File: config.mk
export PLATFORM = sky130hd
export DESIGN_NAME = spa_ctrl
export DESIGN_NICKNAME = d
export VERILOG_FILES = /design/src/design/spa_pkg.sv /design/src/design/spa_ctrl.sv
export SDC_FILE = /design/constraint.sdc
export NUM_CORES = 1
export LEC_CHECK = 0
export BUFFER_PORTS_ARGS = -buffer_cell sky130_fd_sc_hd__clkbuf_2
export CAP_MARGIN = 20
export CORE_UTILIZATION = 41
export DETAILED_ROUTE_END_ITERATION = 12
export GPL_ROUTABILITY_DRIVEN = 0
export PLACE_DENSITY = 0.8
export SKIP_LAST_GASP = 1
export SLEW_MARGIN = 25
export SYNTH_ARGS = -nofsm -noshare
export SYNTH_HDL_FRONTEND = slang
export SYNTH_SLANG_ARGS = --single-unit
File: constraint.sdc
create_clock -name clk -period 1.4 [get_ports clk]
set_input_delay 0.14 -clock clk [delete_from_list [all_inputs] [get_ports clk]]
set_output_delay 0.14 -clock clk [all_outputs]
set_load 0.02 [all_outputs]
File: src/design/spa_pkg.sv
// ----------------------------------------------------------------------------
// spa_pkg
// Shared types and constants of the slot pool allocator.
// ----------------------------------------------------------------------------
package spa_pkg;

  localparam int MAX_SLOTS    = 1024;
  localparam int SLOT_W       = $clog2(MAX_SLOTS);
  localparam int CNT_W        = SLOT_W + 1;
  localparam int RESET_CAP    = 256;
  localparam int GROW_MIN     = 16;

  localparam logic [1:0] REQ_ACQUIRE = 2'd0;
  localparam logic [1:0] REQ_RELEASE = 2'd1;
  localparam logic [1:0] REQ_CLEAR   = 2'd2;

  typedef enum logic [2:0] {
    STAT_ACQUIRED = 3'd0,
    STAT_RELEASED = 3'd1,
    STAT_IGNORED  = 3'd2,
    STAT_FAILED   = 3'd3,
    STAT_CLEARED  = 3'd4
  } status_t;

  typedef enum logic [3:0] {
    S_INIT,
    S_IDLE,
    S_GROW,
    S_REC_RD,
    S_REC_SET,
    S_REL_POS,
    S_REL_ENT,
    S_REL_LAST,
    S_REL_WR,
    S_ACQ_RD,
    S_ACQ_WR,
    S_CLR,
    S_DONE
  } state_t;

  typedef struct packed {
    logic    cap_req;
    logic    sweep_wr;
    logic    rd_victim;
    logic    set_victim;
    logic    rd_entry;
    logic    rd_last;
    logic    rel_commit;
    logic    grow_push;
    logic    acq_commit;
    logic    clr_step;
    logic    clr_end;
    logic    set_status;
    status_t status_code;
    logic    out_load;
  } dp_cmd_t;

  typedef struct packed {
    logic free_empty;
    logic cap_full;
    logic live_empty;
    logic acq_ok;
    logic rel_ok;
    logic grow_done;
    logic clr_done;
    logic sweep_last;
    logic victim_mode;
    logic out_busy;
  } dp_stat_t;

endpackage

File: src/design/spa_ctrl.sv
// ----------------------------------------------------------------------------
// spa_ctrl
// Request sequencer: steps each request through the datapath.
// ----------------------------------------------------------------------------
module spa_ctrl
  import spa_pkg::*;
(
  input  logic       clk,
  input  logic       rst,
  input  logic       cfg_we,
  input  logic       in_valid,
  input  logic [1:0] in_req,
  output logic       in_ready,
  input  dp_stat_t   stat,
  output dp_cmd_t    cmd
);

  state_t state, state_next;

  always_ff @(posedge clk) begin
    if (rst || cfg_we) begin
      state <= S_INIT;
    end else begin
      state <= state_next;
    end
  end

  always_comb begin
    state_next      = state;
    cmd             = '0;
    cmd.status_code = STAT_IGNORED;
    in_ready        = 1'b0;
    case (state)
      S_INIT: begin
        cmd.sweep_wr = 1'b1;
        if (stat.sweep_last) state_next = S_IDLE;
      end
      S_IDLE: begin
        in_ready = 1'b1;
        if (in_valid) begin
          cmd.cap_req = 1'b1;
          case (in_req)
            REQ_ACQUIRE: begin
              if (!stat.free_empty) state_next = S_ACQ_RD;
              else if (!stat.cap_full) state_next = S_GROW;
              else if (stat.live_empty) state_next = S_ACQ_RD;
              else state_next = S_REC_RD;
            end
            REQ_RELEASE: state_next = S_REL_POS;
            REQ_CLEAR:   state_next = S_CLR;
            default: begin
              cmd.set_status  = 1'b1;
              cmd.status_code = STAT_IGNORED;
              state_next      = S_DONE;
            end
          endcase
        end
      end
      S_GROW: begin
        if (stat.grow_done) state_next = S_ACQ_RD;
        else cmd.grow_push = 1'b1;
      end
      S_REC_RD: begin
        cmd.rd_victim = 1'b1;
        state_next    = S_REC_SET;
      end
      S_REC_SET: begin
        cmd.set_victim = 1'b1;
        state_next     = S_REL_POS;
      end
      S_REL_POS: state_next = S_REL_ENT;
      S_REL_ENT: begin
        cmd.rd_entry = 1'b1;
        state_next   = S_REL_LAST;
      end
      S_REL_LAST: begin
        cmd.rd_last = 1'b1;
        state_next  = S_REL_WR;
      end
      S_REL_WR: begin
        cmd.rel_commit = 1'b1;
        if (stat.victim_mode) begin
          state_next = S_ACQ_RD;
        end else begin
          cmd.set_status  = 1'b1;
          cmd.status_code = stat.rel_ok ? STAT_RELEASED : STAT_IGNORED;
          state_next      = S_DONE;
        end
      end
      S_ACQ_RD: begin
        if (stat.acq_ok) begin
          state_next = S_ACQ_WR;
        end else begin
          cmd.set_status  = 1'b1;
          cmd.status_code = STAT_FAILED;
          state_next      = S_DONE;
        end
      end
      S_ACQ_WR: begin
        cmd.acq_commit  = 1'b1;
        cmd.set_status  = 1'b1;
        cmd.status_code = STAT_ACQUIRED;
        state_next      = S_DONE;
      end
      S_CLR: begin
        cmd.clr_step = 1'b1;
        if (stat.clr_done) begin
          cmd.clr_end     = 1'b1;
          cmd.set_status  = 1'b1;
          cmd.status_code = STAT_CLEARED;
          state_next      = S_DONE;
        end
      end
      S_DONE: begin
        if (!stat.out_busy) begin
          cmd.out_load = 1'b1;
          state_next   = S_IDLE;
        end
      end
      default: state_next = S_INIT;
    endcase
  end

endmodule

# Word-level counts from Yosys, hierarchy flattened
# Cells that the tools add are included.
# word_totals
register_bits	4
latch_bits	0
ramBits	0
rom_bits	0
inputBits	16
word_cells	59
memories	0
# op_classes
addsub	0
multipliers	0
div_mod_pow	0
magnitude_cmp	0
eq_ne	19
shift	0
mux	34
bitwise_logic	0
reduce_logical	5
# ops
op	n
$pmux W4 S13	1
$mux W4	12
$eq A4 B4 Y1 const B	5
$pmux W4 S5	1
$eq A4 B3 Y1 const B	4
$mux W1	14
$pmux W4 S3	1
$ne A2 B2 Y1 const B	5
$eq A4 B2 Y1 const B	2
$mux W3	2
$mux W5	1
$reduce_and A5 Y1	1
$eq A4 B1 Y1 const B	1
$logic_not A4 Y1	1
$mux W2	2
$reduce_or A3 Y1	1
$eq A2 B1 Y1 const B	1
$eq A2 B2 Y1 const B	1
$logic_not A2 Y1	1
$logic_or A1 B1 Y1	1

# Longest topological paths before layout
# logic_depth
ltp_word	6
ltp_mapped	6
depth_no_buf	6

# Worst setup path before layout
# No wires, ideal clock.
# synth_path
kind	flip-flop to output port
from	register state[1]
to	output port cmd[4] (netlist name)
arrival_ps	1548
t_required_ps	1260
setup_slack_ps	-288
stages_incl_launch_ff	7
n_path_buf	1
path_cell_list	dfxtp_1 > buf_6 > nor2b_1 > and3_1 > and2_1 > a21oi_1 > nand2_1
# synth_lines
element	line_no	rtl
start: declaration	spa_ctrl.sv:18	state_t state, state_next;
start signal: assignment	spa_ctrl.sv:24	state <= state_next;
end: declaration	spa_ctrl.sv:15	output dp_cmd_t cmd

# Worst setup path after layout
# layout_path
from	register state[1]
to	register state[0]
# layout_between
elab_chain_len	3
# layout_rtl
element	line_no	rtl
$eq A4 B2 Y1 (tied with other cells)	spa_ctrl.sv:33	case (state)
$ne A2 B2 Y1 (no source line)	n/a	
$reduce_and A5 Y1 (no source line)	n/a	
# Parallel ways exist; a longest one is shown, timed or not.
# A chain may end at the register's enable or synchronous reset.

==> metrics.md <==
| Metric | Value |
|---|---|
| Status | finished with violations |
| Failing checks | setup timing |
| Asr flop ratio synth | 0% |
| Critical path launch point type | flop |
| Main combinational cell family by area after synthesis | simple AND/OR/NAND/NOR gates |
| Mux contribution to synthesized area | 0% |
| Vias post-DR | 1192 |
| Gate count after technology mapping | 99 |
| Post-Layout Cell Count | 173 |
| TritonRoute pass-1 iters | 5 |
| TritonCTS clock tree | yes |
| Placed insts | 160 |
| Mapped Nets | 119 |
| N_diodes | 0 |
| Final Hold Fails | 0 |
| Post-layout worst setup margin | -0.323 ns |
| Post-synth top area share | 11.5% |
| Post-synth top cells | nor2_1, nand2_1, nand2b_1 |
| Clock sinks | 4 |
| Clock tree buffer depth | 2 |
| Power Total | 542 uW |
| Syn_area_per_cell | 7.01 sq um |
| Utilization after layout | 94.3% |
| Critical path class | reg -> reg |
| Number of global-route vias before repair | 987 |
| Number of synthesized flops with an enable pin | 0 |
| Drt drc | 0 |
| Period minus WS final | 1.72 ns |
| Routed Wire Length | 4220 um |
| CTS root buffer | clkbuf_4 |
| Die Width | 43.2 um |
| Iter 0 DRT Violations | 38 |
| FILL cells | 46 |
| Final HPWL DP | 1790 um |
| Worst-path maximum fanout | 8 |
| Initial Util | 45.0% |
| Row count | 14 |
| Largest area contributor in the netlist | dfxtp_1 |
| Max-slew violations | 0 |
| GRT Total Usage | 33.5% |
| Leakage | 0.000665 uW |
| Max-cap violations | 0 |
| Fmax | 580 MHz |
| Port bufs | 32 |
| Post-synth cell types | 40 |
| Sequential fraction of the synthesis area | 11.5% |
| # IOs | 33 |
| Yosys warning total | 0 |
| Max FFs per register | 4 |
| Largest Register | state |
| Die ar. | 1860 sq um |
| CTS Hold Bufs | 0 |
| Clock-pin slew on the worst setup and hold paths | 0.05 ns |
| Register bit total from synthesis | 4 |
| Hold Path Class | in -> reg |
| First-pass GRT wire length | 4690 um |
| Peak VDD IR | 450 uV |
| Final hold slack | 0.201 ns |
| Largest regs | state x4 |
| Post-detailed-route count of antenna-violating nets | 0 |
| Top-count cell post-synth | nor2_1 |
| Largest net degree at the start of global routing | 14 |
| Final Skew | 0.0106 ns |
| Crit path DAT | 1.90 ns |
| Least-Margin Pin Slew | 0.516 ns |
| Final period utilization | 123% |
| Share of cells above drive strength 1 | 69.4% |
| Initial antenna violation count | 0 |
| Synth area leaders | dfxtp_1, ha_1, nand2b_1 |
| Relative max-transition margin | 65.1% |
| Clock latency on the worst-skew pair | 0.26 ns |
| Compound-Gate Fraction of Synth Area | 26.1% |
| Cell area after synthesis | 694 sq um |
| Die Ht | 43.2 um |
| Final setup TNS | -2.62 ns |
| Avg WL per Cell | 24.4 um |
| Overflow after GRT | 0 |
| Simple-gate portion of the synthesized area | 43.2% |
| Core area | 1540 sq um |
| RSZ-0062 raised after global routing | yes |
| Vias per cell | 6.89 |
| CP required | 1.58 ns |
| Cell Pwr Density | 373 nW/um^2 |
| H-tree depth | 1 |
| XOR/XNOR Fraction of Synth Area | 1.26% |
| Nets@finish | 179 |
| Cts bufs inserted | 3 |
| Final setup vio count | 20 |
| CP endpoint kind | flop |
| Post-Synth Adder-Cell Area | 7.21% |
| Synth Flop Type | dfxtp_1 |
| Area Growth Syn to Fin | 109% |
==> cell usage in the layout (no fill, tap or decap), types with 2 or more instances in the layout <==
master / Yosys / layout
buf_4: 0 / 23
clkbuf_2: 0 / 17
buf_6: 2 / 13
nand2b_4: 0 / 7
nand2_1: 8 / 7
inv_1: 6 / 6
nor2_4: 0 / 5
buf_8: 0 / 5
a21oi_1: 7 / 4
nor2_1: 9 / 4
ha_1: 4 / 4
a21oi_2: 1 / 3
o21ai_0: 5 / 3
clkbuf_4: 0 / 3
dfxtp_4: 0 / 3
nor3_2: 0 / 2
nor3_1: 5 / 2
and3_4: 0 / 2
and2_4: 0 / 2
nand3b_1: 2 / 2
o21ai_2: 1 / 2
buf_2: 5 / 2
clkbuf_8: 0 / 2
==> cells by family (layout without fill, tap and decap cells) <==
family / Yosys count / after routing
AND/OR/NAND/NOR: 50 / 50
XOR/XNOR: 1 / 1
buffers and inverters: 14 / 72
adder cells (fa/ha/maj): 4 / 4
AO/OA/AOI/OAI: 26 / 26
flip-flops: 4 / 4
==> path summary, 6_finish.rpt <==
check                           slack (ns)      from  cells after the start       end
worst max register to register       -0.32  state[1]                      6  state[0]
worst max-delay path                 -0.32  state[1]                      6  state[0]
worst min register to register        0.79  state[3]                      3  state[3]
worst min-delay path                  0.20       rst                      3  state[1]
==> where the power goes <==
group / internal (uW) / total [uW] / switching, uW
combinational: 118 / 253 / 135
sequential: 113 / 119 / 5.65
clock: 97.6 / 170 / 72.5
total: 329 / 542 / 213
==> repair_timing <==
item	in CTS	in global routing
setup endpoints to repair	20	20
setup buffers	5	6
resized for setup	49	44
endpoints found under the hold margin	0	0
pin swaps	12	16
==> routing by layer <==
metal	vias up	wire [um]	GRT usage, %	part of all wire [%]
met5	-	0	0	0
met4	0	360	9.09	8.5
met3	52	500	4.68	12
met2	136	1940	64.8	46
met1	531	1420	36.9	34
li1	473	-	-	-
==> per-stage QoR <==
step	setup WS, ns	instance area, sq um
2_1_floorplan	-0.187	737
3_3_place_gp	-0.0664	1020
3_5_place_dp	-0.0980	1020
4_1_cts	-0.154	1270
5_1_grt	-0.360	1450
6_report	-0.323	1450
==> area by class of cell <==
cell class              count  area, sq um  share of cell area, %
clock buffers               3         22.5                   1.55
inverters                   6         22.5                   1.55
multi-input cells          81          759                   52.2
flip-flops and latches      4         92.6                   6.37
well taps                  16         20.0                   1.38
repair buffers             63          537                   36.9
==> worst max-delay path, cell delays in order (launching register included) <==
cell and delay (ns):
dfxtp_2 0.34, buf_6 0.13, buf_12 0.14, buf_4 0.16
o41ai_1 0.55, a32oi_1 0.18, nor2_1 0.14
Note: power is estimated with default switching activity, not from simulation.
